`config.mk`:
```
export PLATFORM = sky130hd
export DESIGN_NAME = distance_vector_table_update
export DESIGN_NICKNAME = d
export VERILOG_FILES = /design/src/hdl/dvtu_pkg.sv /design/src/hdl/dvtu_ram.sv /design/src/hdl/dvtu_ctrl.sv /design/src/hdl/dvtu_dp.sv /design/src/hdl/distance_vector_table_update.sv
export SDC_FILE = /design/constraint.sdc
export NUM_CORES = 1
export LEC_CHECK = 0
export BUFFER_PORTS_ARGS = -buffer_cell sky130_fd_sc_hd__buf_2
export CORE_MARGIN = 5
export CORE_UTILIZATION = 44
export DETAILED_ROUTE_END_ITERATION = 7
export SLEW_MARGIN = 40
export SYNTH_ARGS = -nofsm -noshare
export SYNTH_HDL_FRONTEND = slang
export SYNTH_SLANG_ARGS = --single-unit
export TNS_END_PERCENT = 5
```
`constraint.sdc`:
```
create_clock -name clk -period 6.8 [get_ports clk]
set_input_delay 0.68 -clock clk [delete_from_list [all_inputs] [get_ports clk]]
set_output_delay 0.68 -clock clk [all_outputs]
set_load 0.1 [all_outputs]
```
`src/hdl/dvtu_pkg.sv`:
```
// Shared types and constants for the distance-vector table update block.
`timescale 1ns / 1ps
package dvtu_pkg;

  // Fixed field widths of the item ports
  localparam int ID_W        = 4;
  localparam int IN_COST_W   = 16;
  localparam int OUT_COST_W  = 16;
  localparam int IN_TDATA_W  = 32;
  localparam int OUT_TDATA_W = 24;

  // Configuration port
  localparam int CFG_IDX_W  = 1;
  localparam int CFG_DATA_W = 16;
  localparam logic [CFG_IDX_W-1:0] CFG_OWN_ID   = 1'b0;
  localparam logic [CFG_IDX_W-1:0] CFG_DIAMETER = 1'b1;
  localparam logic [ID_W-1:0]       OWN_ID_RESET   = '0;
  localparam logic [CFG_DATA_W-1:0] DIAMETER_RESET = 16'd16;

  // Item mode codes
  localparam logic MODE_LOAD   = 1'b0;
  localparam logic MODE_ADVERT = 1'b1;

  // Parameter defaults
  localparam int DEF_ROUTERS   = 16;
  localparam int DEF_COST_BITS = 16;

  // Controller states
  typedef enum logic [1:0] {
    ST_IDLE = 2'b01,
    ST_EXEC = 2'b10
  } ctl_state_t;

  // Controller to datapath commands
  typedef struct packed {
    logic capture;  // latch the incoming item and launch table reads
    logic commit;   // apply the update and load the result register
  } ctl_cmd_t;

  // Datapath to controller status
  typedef struct packed {
    logic out_stall;  // result register is full and not being taken
  } ctl_stat_t;

endpackage

```
`src/hdl/dvtu_ram.sv`:
```
// Generic single-write, dual-read RAM with registered read data.
`timescale 1ns / 1ps
module dvtu_ram #(
  parameter int WIDTH = 8,
  parameter int DEPTH = 16
) (
  input  logic                     clk,
  input  logic                     we,
  input  logic [$clog2(DEPTH)-1:0] waddr,
  input  logic [WIDTH-1:0]         wdata,
  input  logic                     re,
  input  logic [$clog2(DEPTH)-1:0] raddr_a,
  input  logic [$clog2(DEPTH)-1:0] raddr_b,
  output logic [WIDTH-1:0]         rdata_a,
  output logic [WIDTH-1:0]         rdata_b
);

  logic [WIDTH-1:0] mem_r [DEPTH];
  logic [WIDTH-1:0] rdata_a_r;
  logic [WIDTH-1:0] rdata_b_r;

  // Write port
  always_ff @(posedge clk) begin
    if (we) begin
      mem_r[waddr] <= wdata;
    end
  end

  // Registered read ports, held while not enabled
  always_ff @(posedge clk) begin
    if (re) begin
      rdata_a_r <= mem_r[raddr_a];
      rdata_b_r <= mem_r[raddr_b];
    end
  end

  assign rdata_a = rdata_a_r;
  assign rdata_b = rdata_b_r;

endmodule

```
`src/hdl/dvtu_ctrl.sv`:
```
// Controller: sequences one item through read and update phases.
`timescale 1ns / 1ps
module dvtu_ctrl (
  input  logic                clk,
  input  logic                rst_n,
  input  logic                in_tvalid,
  output logic                in_tready,
  input  dvtu_pkg::ctl_stat_t stat,
  output dvtu_pkg::ctl_cmd_t  cmd
);

  import dvtu_pkg::*;

  ctl_state_t state_r;
  ctl_state_t state_nxt;

  // Take a new item only between updates
  assign in_tready   = (state_r == ST_IDLE);
  assign cmd.capture = in_tvalid && (state_r == ST_IDLE);
  assign cmd.commit  = (state_r == ST_EXEC) && !stat.out_stall;

  // Advance on capture and commit
  always_comb begin
    state_nxt = state_r;
    unique case (state_r)
      ST_IDLE: begin
        if (cmd.capture) begin
          state_nxt = ST_EXEC;
        end
      end
      ST_EXEC: begin
        if (cmd.commit) begin
          state_nxt = ST_IDLE;
        end
      end
      default: state_nxt = ST_IDLE;
    endcase
  end

  always_ff @(posedge clk) begin
    if (!rst_n) begin
      state_r <= ST_IDLE;
    end else begin
      state_r <= state_nxt;
    end
  end

endmodule

```
`src/hdl/dvtu_dp.sv`:
```
// Datapath: routing table, relaxation logic, config registers and result register.
`timescale 1ns / 1ps
module dvtu_dp #(
  parameter int ROUTERS   = dvtu_pkg::DEF_ROUTERS,
  parameter int COST_BITS = dvtu_pkg::DEF_COST_BITS
) (
  input  logic                                 clk,
  input  logic                                 rst_n,
  // configuration
  input  logic                                 cfg_we,
  input  logic [dvtu_pkg::CFG_IDX_W-1:0]       cfg_index,
  input  logic [dvtu_pkg::CFG_DATA_W-1:0]      cfg_wdata,
  // incoming item fields
  input  logic                                 in_mode,
  input  logic [dvtu_pkg::ID_W-1:0]            in_sender,
  input  logic [dvtu_pkg::ID_W-1:0]            in_target,
  input  logic [dvtu_pkg::IN_COST_W-1:0]       in_path_cost,
  input  logic                                 in_neighbor_flag,
  input  logic                                 in_last,
  // controller link
  input  dvtu_pkg::ctl_cmd_t                   cmd,
  output dvtu_pkg::ctl_stat_t                  stat,
  // result register
  output logic                                 out_valid,
  input  logic                                 out_ready,
  output logic                                 out_entry_changed,
  output logic                                 out_clamped,
  output logic [dvtu_pkg::OUT_COST_W-1:0]      out_route_cost,
  output logic [dvtu_pkg::ID_W-1:0]            out_next_hop,
  output logic                                 out_any_changed,
  output logic                                 out_done
);

  import dvtu_pkg::*;

  localparam int IDX_W  = $clog2(ROUTERS);
  localparam int WORD_W = COST_BITS + ID_W + 1;
  localparam int SUM_W  = ((COST_BITS > IN_COST_W) ? COST_BITS : IN_COST_W) + 1;
  localparam logic [COST_BITS-1:0] COST_MAX = '1;

  // Configuration registers
  logic [ID_W-1:0]       own_id_r;
  logic [CFG_DATA_W-1:0] diam_r;

  // Latched item
  logic                 it_mode_r;
  logic [ID_W-1:0]      it_snd_r;
  logic [ID_W-1:0]      it_tgt_r;
  logic [IN_COST_W-1:0] it_cost_r;
  logic                 it_nflag_r;
  logic                 it_last_r;

  // Per-entry flags: known mark and written mark (unwritten entries read zero)
  logic [ROUTERS-1:0] known_r;
  logic [ROUTERS-1:0] known_nxt;
  logic [ROUTERS-1:0] wvalid_r;
  logic [ROUTERS-1:0] wvalid_nxt;
  logic               msg_r;
  logic               msg_nxt;

  // Table memory
  logic              ram_we;
  logic [WORD_W-1:0] ram_wdata;
  logic [WORD_W-1:0] rd_snd_w;
  logic [WORD_W-1:0] rd_tgt_w;

  // Relaxation signals
  logic [IDX_W-1:0]     snd_a;
  logic [IDX_W-1:0]     tgt_a;
  logic                 in_range;
  logic [COST_BITS-1:0] snd_cost;
  logic [WORD_W-1:0]    tgt_word;
  logic [COST_BITS-1:0] old_cost;
  logic [ID_W-1:0]      old_hop;
  logic                 old_nb;
  logic                 tgt_known;
  logic [SUM_W-1:0]     sum_full;
  logic [COST_BITS-1:0] sum_sat;
  logic [COST_BITS-1:0] new_cost;
  logic [ID_W-1:0]      new_hop;
  logic                 new_nb;
  logic                 wr;
  logic                 changed;
  logic                 clamp;
  logic                 mark_snd;
  logic                 mark_tgt;
  logic                 any;

  // Result register
  logic                  out_valid_r;
  logic                  out_valid_nxt;
  logic                  out_changed_r;
  logic                  out_clamped_r;
  logic [OUT_COST_W-1:0] out_cost_r;
  logic [ID_W-1:0]       out_hop_r;
  logic                  out_any_r;
  logic                  out_done_r;

  // Config writes
  always_ff @(posedge clk) begin
    if (!rst_n) begin
      own_id_r <= OWN_ID_RESET;
      diam_r   <= DIAMETER_RESET;
    end else if (cfg_we) begin
      unique case (cfg_index)
        CFG_OWN_ID:   own_id_r <= cfg_wdata[ID_W-1:0];
        CFG_DIAMETER: diam_r   <= cfg_wdata;
        default:      own_id_r <= own_id_r;
      endcase
    end
  end

  // Hold the item for the update phase
  always_ff @(posedge clk) begin
    if (cmd.capture) begin
      it_mode_r  <= in_mode;
      it_snd_r   <= in_sender;
      it_tgt_r   <= in_target;
      it_cost_r  <= in_path_cost;
      it_nflag_r <= in_neighbor_flag;
      it_last_r  <= in_last;
    end
  end

  assign snd_a = IDX_W'(it_snd_r);
  assign tgt_a = IDX_W'(it_tgt_r);

  // Table: word is {neighbor, next hop, cost}; read both entries at capture
  dvtu_ram #(
    .WIDTH (WORD_W),
    .DEPTH (ROUTERS)
  ) u_table (
    .clk     (clk),
    .we      (ram_we),
    .waddr   (tgt_a),
    .wdata   (ram_wdata),
    .re      (cmd.capture),
    .raddr_a (IDX_W'(in_sender)),
    .raddr_b (IDX_W'(in_target)),
    .rdata_a (rd_snd_w),
    .rdata_b (rd_tgt_w)
  );

  // Unpack entries, unwritten ones read as zero
  assign in_range  = (32'(it_snd_r) < ROUTERS) && (32'(it_tgt_r) < ROUTERS);
  assign snd_cost  = wvalid_r[snd_a] ? rd_snd_w[COST_BITS-1:0] : '0;
  assign tgt_word  = wvalid_r[tgt_a] ? rd_tgt_w : '0;
  assign old_cost  = tgt_word[COST_BITS-1:0];
  assign old_hop   = tgt_word[COST_BITS +: ID_W];
  assign old_nb    = tgt_word[WORD_W-1];
  // the sender is marked known before the target is looked at
  assign tgt_known = known_r[tgt_a] || (it_snd_r == it_tgt_r);

  // Saturating path sum through the sender
  assign sum_full = SUM_W'(it_cost_r) + SUM_W'(snd_cost);
  assign sum_sat  = (sum_full > SUM_W'(COST_MAX)) ? COST_MAX : COST_BITS'(sum_full);

  // Relax the target entry
  always_comb begin
    new_cost = old_cost;
    new_hop  = old_hop;
    new_nb   = old_nb;
    wr       = 1'b0;
    changed  = 1'b0;
    clamp    = 1'b0;
    mark_snd = 1'b0;
    mark_tgt = 1'b0;
    if (in_range) begin
      if (it_mode_r == MODE_LOAD) begin
        new_cost = COST_BITS'(it_cost_r);
        new_hop  = it_snd_r;
        new_nb   = it_nflag_r;
        wr       = 1'b1;
        mark_tgt = 1'b1;
      end else begin
        mark_snd = 1'b1;
        if (it_tgt_r != own_id_r) begin
          priority if (!tgt_known) begin
            // learn a new destination
            new_cost = sum_sat;
            new_hop  = it_snd_r;
            wr       = 1'b1;
            changed  = 1'b1;
            mark_tgt = 1'b1;
          end else if ((old_hop == it_snd_r) && (old_cost != sum_sat)) begin
            // route through this sender follows its new sum
            wr = 1'b1;
            if (SUM_W'(sum_sat) > SUM_W'(diam_r)) begin
              new_cost = COST_BITS'(diam_r);
              clamp    = 1'b1;
            end else begin
              new_cost = sum_sat;
              changed  = 1'b1;
            end
          end else if (old_cost > sum_sat) begin
            // cheaper path replaces the route
            new_cost = sum_sat;
            new_hop  = it_snd_r;
            wr       = 1'b1;
            changed  = 1'b1;
          end else begin
            wr = 1'b0;
          end
        end
      end
    end
  end

  assign ram_we    = cmd.commit && wr;
  assign ram_wdata = {new_nb, new_hop, new_cost};

  // Advertisement change flag, cleared at the end of each advertisement
  assign any = it_last_r && (it_mode_r == MODE_ADVERT) && (msg_r || changed);

  always_comb begin
    msg_nxt    = msg_r;
    known_nxt  = known_r;
    wvalid_nxt = wvalid_r;
    if (cmd.commit) begin
      if (it_last_r) begin
        msg_nxt = 1'b0;
      end else if (changed) begin
        msg_nxt = 1'b1;
      end
      if (mark_snd) begin
        known_nxt[snd_a] = 1'b1;
      end
      if (mark_tgt) begin
        known_nxt[tgt_a] = 1'b1;
      end
      if (wr) begin
        wvalid_nxt[tgt_a] = 1'b1;
      end
    end
  end

  always_ff @(posedge clk) begin
    if (!rst_n) begin
      msg_r    <= 1'b0;
      known_r  <= '0;
      wvalid_r <= '0;
    end else begin
      msg_r    <= msg_nxt;
      known_r  <= known_nxt;
      wvalid_r <= wvalid_nxt;
    end
  end

  // Result register: load on commit, drop when taken
  always_comb begin
    out_valid_nxt = out_valid_r;
    if (cmd.commit) begin
      out_valid_nxt = 1'b1;
    end else if (out_ready) begin
      out_valid_nxt = 1'b0;
    end
  end

  always_ff @(posedge clk) begin
    if (!rst_n) begin
      out_valid_r <= 1'b0;
    end else begin
      out_valid_r <= out_valid_nxt;
    end
  end

  always_ff @(posedge clk) begin
    if (cmd.commit) begin
      out_changed_r <= changed;
      out_clamped_r <= clamp;
      out_cost_r    <= in_range ? OUT_COST_W'(new_cost) : '0;
      out_hop_r     <= in_range ? new_hop : '0;
      out_any_r     <= any;
      out_done_r    <= it_last_r;
    end
  end

  assign stat.out_stall    = out_valid_r && !out_ready;
  assign out_valid         = out_valid_r;
  assign out_entry_changed = out_changed_r;
  assign out_clamped       = out_clamped_r;
  assign out_route_cost    = out_cost_r;
  assign out_next_hop      = out_hop_r;
  assign out_any_changed   = out_any_r;
  assign out_done          = out_done_r;

endmodule

```
`src/hdl/distance_vector_table_update.sv`:
```
// Top level of the distance-vector routing table update block.
// A result is loaded into the output register when its item commits; the commit waits
// while the previous result is still waiting in the output register.
// Items are taken one at a time, the next only after the last commits; each item reads the sender and target
// entries from the table memory, then does one read-modify-write of the target.
// A finished result waits in an output register while the next item is taken.
// Reset (synchronous, active low): all entries read as zero via per-entry
// written flags, no clearing pass; own id resets to 0, diameter limit to 16.
`timescale 1ns / 1ps
module distance_vector_table_update #(
  parameter int ROUTERS   = dvtu_pkg::DEF_ROUTERS,
  parameter int COST_BITS = dvtu_pkg::DEF_COST_BITS
) (
  input  logic                               clk,
  input  logic                               rst_n,
  // configuration write port
  input  logic                               cfg_we,
  input  logic [dvtu_pkg::CFG_IDX_W-1:0]     cfg_index,
  input  logic [dvtu_pkg::CFG_DATA_W-1:0]    cfg_wdata,
  // input item stream
  input  logic                               in_tvalid,
  output logic                               in_tready,
  // tdata: sender[3:0], target[7:4], path_cost[23:8], neighbor_flag[24], zero pad
  input  logic [dvtu_pkg::IN_TDATA_W-1:0]    in_tdata,
  // tuser: mode
  input  logic                               in_tuser,
  input  logic                               in_tlast,
  // result item stream
  output logic                               out_tvalid,
  input  logic                               out_tready,
  // tdata: entry_changed[0], clamped[1], route_cost_out[17:2], next_hop_out[21:18],
  //        any_changed[22], zero pad
  output logic [dvtu_pkg::OUT_TDATA_W-1:0]   out_tdata,
  output logic                               out_tlast
);

  import dvtu_pkg::*;

  ctl_cmd_t  cmd;
  ctl_stat_t stat;

  logic                  res_changed;
  logic                  res_clamped;
  logic [OUT_COST_W-1:0] res_cost;
  logic [ID_W-1:0]       res_hop;
  logic                  res_any;

  dvtu_ctrl u_ctrl (
    .clk       (clk),
    .rst_n     (rst_n),
    .in_tvalid (in_tvalid),
    .in_tready (in_tready),
    .stat      (stat),
    .cmd       (cmd)
  );

  dvtu_dp #(
    .ROUTERS   (ROUTERS),
    .COST_BITS (COST_BITS)
  ) u_dp (
    .clk               (clk),
    .rst_n             (rst_n),
    .cfg_we            (cfg_we),
    .cfg_index         (cfg_index),
    .cfg_wdata         (cfg_wdata),
    .in_mode           (in_tuser),
    .in_sender         (in_tdata[3:0]),
    .in_target         (in_tdata[7:4]),
    .in_path_cost      (in_tdata[23:8]),
    .in_neighbor_flag  (in_tdata[24]),
    .in_last           (in_tlast),
    .cmd               (cmd),
    .stat              (stat),
    .out_valid         (out_tvalid),
    .out_ready         (out_tready),
    .out_entry_changed (res_changed),
    .out_clamped       (res_clamped),
    .out_route_cost    (res_cost),
    .out_next_hop      (res_hop),
    .out_any_changed   (res_any),
    .out_done          (out_tlast)
  );

  // Pack the result fields, lowest field first
  assign out_tdata = {1'b0, res_any, res_hop, res_cost, res_clamped, res_changed};

endmodule

```
==> qor.yml, run 1 <==
outcome:
  status: "finished, final reports clean"
routing:
  avgRoutedWirePerCell_um: 26.6
  num_vias: 13888
  drtAntennaViolNets: 0
  drt-total-wl_mm: 60.8
  route.met2.wl_mm: 30.8
  drt_iter0_drc: 1494
  vias_per_cell: 6.07
  highest_layer: "met4"
  drt_pass1_iterations: 5
  drc: 0
  dr_wl_met3_mm: 3.68
  wl_met1_mm: 24.2
synthesis:
  ys_warn_count: 0
  ys_seq_area_share_pct: 59.9
  synthesis.area_mm2: 0.0222
  synthesis.nets: 1511
  synth-edff-count: 406
  synthCells: 1414
  synthArstFlopShare_pct: 0
  ys_dominant_reg_cell: "edfxtp_1"
  synth_cell_type_count: 67
  syn_area_per_cell_um2: 15.7
  synth-seq-cells: 462
place:
  dp_hpwl_mm: 37.8
  place_congestion: 0.895
  port-buffer-count: 73
worst_setup_path:
  cp_data_arrival_time_ns: 7.18
  crit_path_end_kind: "flip-flop"
  cp-start-kind: "flip-flop"
  cpPeakStageDelay_ns: 0.56
  crit_slowest_cell: "mux4_2"
  required_ns: 7.23
  rr_worst_depth: 28
  reg2reg_from: "u_dp.it_snd_r[0]"
  setup.worst_path.start: "u_dp.it_snd_r[0]"
  path_class: "flip-flop to flip-flop"
  rrSetupSlack_ns: 0.05
  cp-endpoint: "u_dp.u_table.mem_r[15][15]"
  r2r-end: "u_dp.u_table.mem_r[15][15]"
  critPathMaxFanout: 7
timing:
  fmax_mhz: 148
  max_slew_margin_pct: 41.0
  final_hold_viol_count: 0
  worst_pin_slew_ns: 0.882
  slew_viol_final: 0
  finClkSkew_ns: 0.0251
  setup_viol: 0
  hold-worst-slack_ns: 0.276
  rsz0062_at_grt: "yes"
  min_period_ns: 6.75
  post-route-period-util_pct: 99.2
floorplan:
  die_area_mm2: 0.0551
  rows: 82
  start_util_pct: 44.4
  die_y_um: 235
  die-width_um: 235
  core_area_mm2: 0.0501
  io_pins: 83
clocking:
  cts_root_buffer: "clkbuf_16"
  ctsHoldBuffers: 0
  cts-htree-levels: 2
  cts_buffer_depth: 3
  cts_inserted_buffers: 48
  clk_latency_ns: 0.58
  numClockSinks: 462
  cts_tree: "built"
  cts.clk_slew.worst_paths_ns: 0.06
power:
  ir_worst_vdd_mv: 0.148
  power_density_mw_per_mm2: 243
  p_leak_nw: 8.97
  p_total_mw: 6.47
grt:
  grt_pass1_vias: 14014
  grtUsageTotal_pct: 21.3
  antenna_found_initial: 1
  grt_max_degree: 72
  grt_pass1_wl_mm: 88.9
  grt_overflow: 0
layout:
  finalNetCount: 1677
  drive_gt1_share_pct: 34.1
  fill_cells: 4041
  area_growth_pct: 19.7
job:
  max_cap_violations: 0
min_path:
  hp-class: "primary input to flip-flop"
[power by group]
part           internal, mW  leakage [nW]  switching, mW  total, mW
registers              3.19          4.14         0.0406       3.23
clock network          1.47         0.723           1.06       2.53
logic                 0.300          4.11          0.410      0.711
[repair_timing]
item / in CTS / in global routing
gates cloned: 1 / 4
resized for setup: 15 / 59
buffers inserted: 20 / 12
setup endpoints to repair: 185 / 636
pin swaps: 7 / 30
[worst max-delay path: cells and delay by family (launching register included)]
family          cells  cell delay (ns)
xor+xnor            1             0.12
flops               1             0.53
compound gates      8             1.75
simple gates       10             1.70
mux                 2             1.12
buf+inv             5             0.85
fa+ha+maj           2             0.53
[through the flow]
stage               TNS, ns  worst slack [ns]  util, %  instances  cell area, µm²
finish                    0            0.0529     53.2       2287           26600
global route         -36.50            -0.198     53.2       2286           26600
CTS                       0            0.0121     52.3       2271           26200
detailed placement    -4.51            -0.113     48.8       2166           24400
global placement      -2.67           -0.0845     48.8       2165           24400
floorplan            -49.64            -0.216        -       1414           22300
[metal layers]
layer,global-route usage [%],vias to the layer above
met4,6.71,0
met5,0,-
met3,3.17,109
met1,28.0,7207
li1,-,6032
met2,36.9,540
[cells in the final DEF (no fill, tap or decap), types with 12 or more instances in the layout]
master and instances:
ha_1 28, xnor2_1 16, a31oi_1 13, nand2b_1 13, a21o_1 13, edfxtp_1 406, buf_12 34, nand3_1 48
a21oi_1 23, nor3_4 12, and2_1 26, buf_2 69, o21ai_1 12, mux2i_1 15, buf_4 97, o21a_1 21
mux4_2 191, o21ai_0 24, a21boi_0 17, nor2_1 47, inv_1 42, xor2_1 12, nor2b_1 15, clkbuf_16 51
dfxtp_1 56, nand2_1 88
[cells by family (layout without fill, tap and decap cells)]
family,count (synthesis),in the layout,synth area share [%]
buffers and inverters,139,339,2.53
other,1,2,0.0169
xor gates and xnor gates,28,28,1.10
AOI/OAI and AO/OA,227,227,7.23
DFF,462,462,59.9
and+or+nand+nor,309,309,6.85
adders and majority gates,42,42,2.39
muxes,206,206,20.0
[layout make-up]
| type | count | area [µm²] | share of cell area [%] |
|---|---|---|---|
| sequential | 462 | 13300 | 50.0 |
| multi-input combinational | 813 | 8880 | 33.4 |
| timing repair buffer | 212 | 1920 | 7.23 |
| clock buffer | 60 | 1280 | 4.80 |
| tap | 672 | 841 | 3.16 |
| clock inverter | 24 | 219 | 0.823 |
| inverter | 43 | 161 | 0.606 |
| antenna | 1 | 2.50 | 0.00940 |
[cells in the mapped netlist (all sizes together) (3+ instances only)]
master	n	area, µm²
a21o	13	97.6
or2	4	27.5
xor2	12	105
nor2b	15	93.8
o211ai	9	67.6
edfxtp	406	12200
and4	3	26.3
o22ai	10	62.6
a211oi	9	72.6
a211o	5	43.8
a21boi	17	128
nand2	91	342
a221oi	5	43.8
o41a	3	33.8
o21ai	37	185
clkbuf	64	240
mux2i	15	150
o21a	21	158
o31a	3	26.3
inv	43	161
o311a	3	30.0
a32oi	7	61.3
a41oi	6	52.6
xnor2	16	140
nand4	10	62.6
nand3	51	255
and2	33	206
and3	10	62.6
a21oi	30	161
mux4	191	4300
nor3	18	90.1
nor2	52	195
a31oi	24	156
nand2b	14	87.6
buf	32	161
ha	40	500
dfxtp	56	1120
a22oi	10	88.8
[sequential cells by signal, summed over array words and instances, names as in the netlist]
name,flops
u_ctrl.state_r,2
u_dp.diam_r,16
u_dp.it_cost_r,16
u_dp.it_last_r,1
u_dp.it_mode_r,1
u_dp.it_snd_r,4
u_dp.it_tgt_r,4
u_dp.known_r,16
u_dp.msg_r,1
u_dp.out_any_changed,1
u_dp.out_clamped,1
u_dp.out_done,1
u_dp.out_entry_changed,1
u_dp.out_next_hop,4
u_dp.out_route_cost,16
u_dp.out_valid,1
u_dp.own_id_r,4
u_dp.u_table.mem_r,320
u_dp.u_table.rdata_a,16
u_dp.u_table.rdata_b,20
u_dp.wvalid_r,16
[worst min path at each step]
stage,start,endpoint,cells past startpoint
after floorplan,u_dp.wvalid_r[7],u_dp.wvalid_r[7],2
after global routing,in_tdata[9],u_dp.it_cost_r[1],1
final,in_tdata[16],u_dp.it_cost_r[8],1
after detailed placement,u_dp.known_r[6],u_dp.known_r[6],1
after CTS,in_tdata[9],u_dp.it_cost_r[1],1
after global placement,u_dp.known_r[10],u_dp.known_r[10],1
Note: power is estimated with default switching activity, not from simulation.
==> inputs of run 2 (changes only) <==
- CTS_BUF_LIST: unset -> sky130_fd_sc_hd__clkbuf_16
==> qor.yml, run 2 (synthesis gave the netlist of run 1 again) <==
place:
  place_congestion: 0.895  # unchanged
  post-place-ws_ns: -0.113  # unchanged
  dp.cells: 2166  # unchanged
  port-buffer-count: 73  # unchanged
  dp_hpwl_mm: 37.8  # unchanged
worst_setup_path:
  path_class: "flip-flop to flip-flop"
  crit_slowest_cell: "mux4_2"
  crit_path_end_kind: "flip-flop"
  rr_worst_depth: 28  # unchanged
  r2r-end: "u_dp.u_table.mem_r[4][15]"
  cp-start-kind: "flip-flop"
  required_ns: 7.23  # about the same
  reg2reg_from: "u_dp.it_snd_r[0]"
  cp_data_arrival_time_ns: 7.16  # -0.02 ns
  rrSetupSlack_ns: 0.07  # +0.02 ns
  critPathMaxFanout: 7  # unchanged
  cpPeakStageDelay_ns: 0.56  # about the same
routing:
  drt_pass1_iterations: 6  # +1
  avgRoutedWirePerCell_um: 26.6  # -0.10%
  num_vias: 13839  # -0.35%
  drt_iter0_drc: 1438  # -3.7%
  drtAntennaViolNets: 0  # unchanged
  drt-total-wl_mm: 60.7  # -0.10%
  drc: 0  # unchanged
  vias_per_cell: 6.05  # -0.35%
power:
  p_total_mw: 6.45  # -0.38%
  ir_worst_vdd_mv: 0.148  # -0.60%
  p_leak_nw: 9.01  # +0.40%
  power_density_mw_per_mm2: 242  # -0.34%
layout:
  largest-register: "u_dp.u_table.mem_r"
  largest_register_ffs: 320  # unchanged
  drive_gt1_share_pct: 34.0  # -0.062 points
  stdcell_count: 2287  # unchanged
  final_util_pct: 53.1  # about the same
  finalNetCount: 1677  # unchanged
  final_common_cell: "edfxtp_1"
  fill_cells: 4043  # +0.049%
  layout_common_cells: "edfxtp_1, mux4_2, buf_4"
  area_growth_pct: 19.7  # about the same
outcome:
  status: "finished, final reports clean"
timing:
  fmax_mhz: 149  # +0.23%
  finClkSkew_ns: 0.0247  # -0.000461 ns
  slew_viol_final: 0  # unchanged
  final_hold_viol_count: 0  # unchanged
  min_period_ns: 6.73  # -0.0157 ns
  timing.final.ws_setup_ns: 0.0686  # +0.0157 ns
  max_slew_margin_pct: 40.3  # -0.70 points
  setup_viol: 0  # unchanged
  worst_pin_slew_ns: 0.893  # +0.0105 ns
  finalSetupTns_ns: 0  # unchanged
  rsz0062_at_grt: "yes"
  post-route-period-util_pct: 99.0  # -0.23 points
floorplan:
  start_util_pct: 44.4  # unchanged
  die-width_um: 235  # unchanged
  die_area_mm2: 0.0551  # unchanged
  core_area_mm2: 0.0501  # unchanged
  die_y_um: 235  # unchanged
  io_pins: 83  # unchanged
  rows: 82  # unchanged
min_path:
  min_path_cells: 1  # unchanged
  hp-class: "primary input to flip-flop"
  hold_path_end: "u_dp.it_cost_r[8]"
  min_from: "in_tdata[16]"
job:
  max_cap_violations: 0  # unchanged
grt:
  grtUsageTotal_pct: 21.3  # about the same
  grt_overflow: 0  # unchanged
  grt_pass1_wl_mm: 88.9  # about the same
  grt_pass1_vias: 14025  # +0.078%
  antenna_found_initial: 1  # unchanged
  grt_max_degree: 72  # unchanged
clocking:
  cts-htree-levels: 2  # unchanged
  cts_tree: "built"
  cts.clk_slew.worst_paths_ns: 0.06  # about the same
  numClockSinks: 462  # unchanged
  cts_inserted_buffers: 48  # unchanged
  clk_latency_ns: 0.58  # about the same
  cts_root_buffer: "clkbuf_16"
  cts_buffer_depth: 3  # unchanged
==> run 2: changes by cell type in the layout (fill, tap and decap cells not counted) <==
cell      change
clkbuf_1     -10
clkbuf_8      -1
clkinv_1      +1
inv_1        +10
==> run 2: metrics by stage <==
step	instance area, µm²	hold slack, ns
final	26600	0.278
after global routing	26600	0.244
after CTS	26200	0.239
after detailed placement	24400	0.447
after global placement	24400	0.442
after floorplan	22300	0.432
==> run 2: routing by layer <==
layer  part of all wire [%]  track usage (%)
met5                      0                0
met1                     40             28.1
met4                    3.4             6.71
met2                     51             36.9
met3                    5.8             3.17
==> run 2: power breakdown <==
group	leakage, nW	switching [mW]	internal, mW
combinational	4.11	0.411	0.300
clock	0.759	1.06	1.45
sequential	4.14	0.0404	3.19
total	9.01	1.51	4.93
==> run 2: repair_timing <==
action	4_1_cts	5_1_grt
gates cloned	1	4
hold endpoints to repair	0	0
setup endpoints to repair	184	635
resized for setup	15	59
pin swaps	7	30
buffers inserted	20	12
hold buffers	0	0
==> run 2: worst max-delay path by stage <==
stage	to	from	slack, ns	cells after the start
3_3_place_gp	u_dp.u_table.mem_r[4][13]	u_dp.it_snd_r[0]	-0.08	29
6_report	u_dp.u_table.mem_r[4][15]	u_dp.it_snd_r[0]	0.07	28
4_1_cts	u_dp.u_table.mem_r[9][9]	u_dp.it_snd_r[0]	0.01	27
3_5_place_dp	u_dp.u_table.mem_r[3][13]	u_dp.it_snd_r[0]	-0.11	29
5_1_grt	u_dp.u_table.mem_r[15][15]	u_dp.it_snd_r[0]	-0.20	29
2_1_floorplan	u_dp.out_route_cost[4]	u_dp.it_snd_r[0]	-0.22	29
==> run 2: worst max-delay path: cells and delay by family, from the launching register on <==
kind | cells | cell delay, ns
AOI/OAI and AO/OA | 8 | 1.73
xor gates and xnor gates | 1 | 0.12
adders and majority gates | 2 | 0.53
buffers and inverters | 5 | 0.85
DFF | 1 | 0.53
muxes | 2 | 1.12
and+or+nand+nor | 10 | 1.70
==> run 2: cell type report <==
cell class | count | area [µm²] | share of cell area (%)
flip-flops and latches | 462 | 13300 | 50.0
multi-input cells | 813 | 8880 | 33.4
repair buffers | 212 | 1920 | 7.23
clock buffers | 49 | 1230 | 4.61
well taps | 672 | 841 | 3.16
clock inverters | 35 | 260 | 0.978
inverters | 43 | 161 | 0.607
diodes | 1 | 2.50 | 0.00940
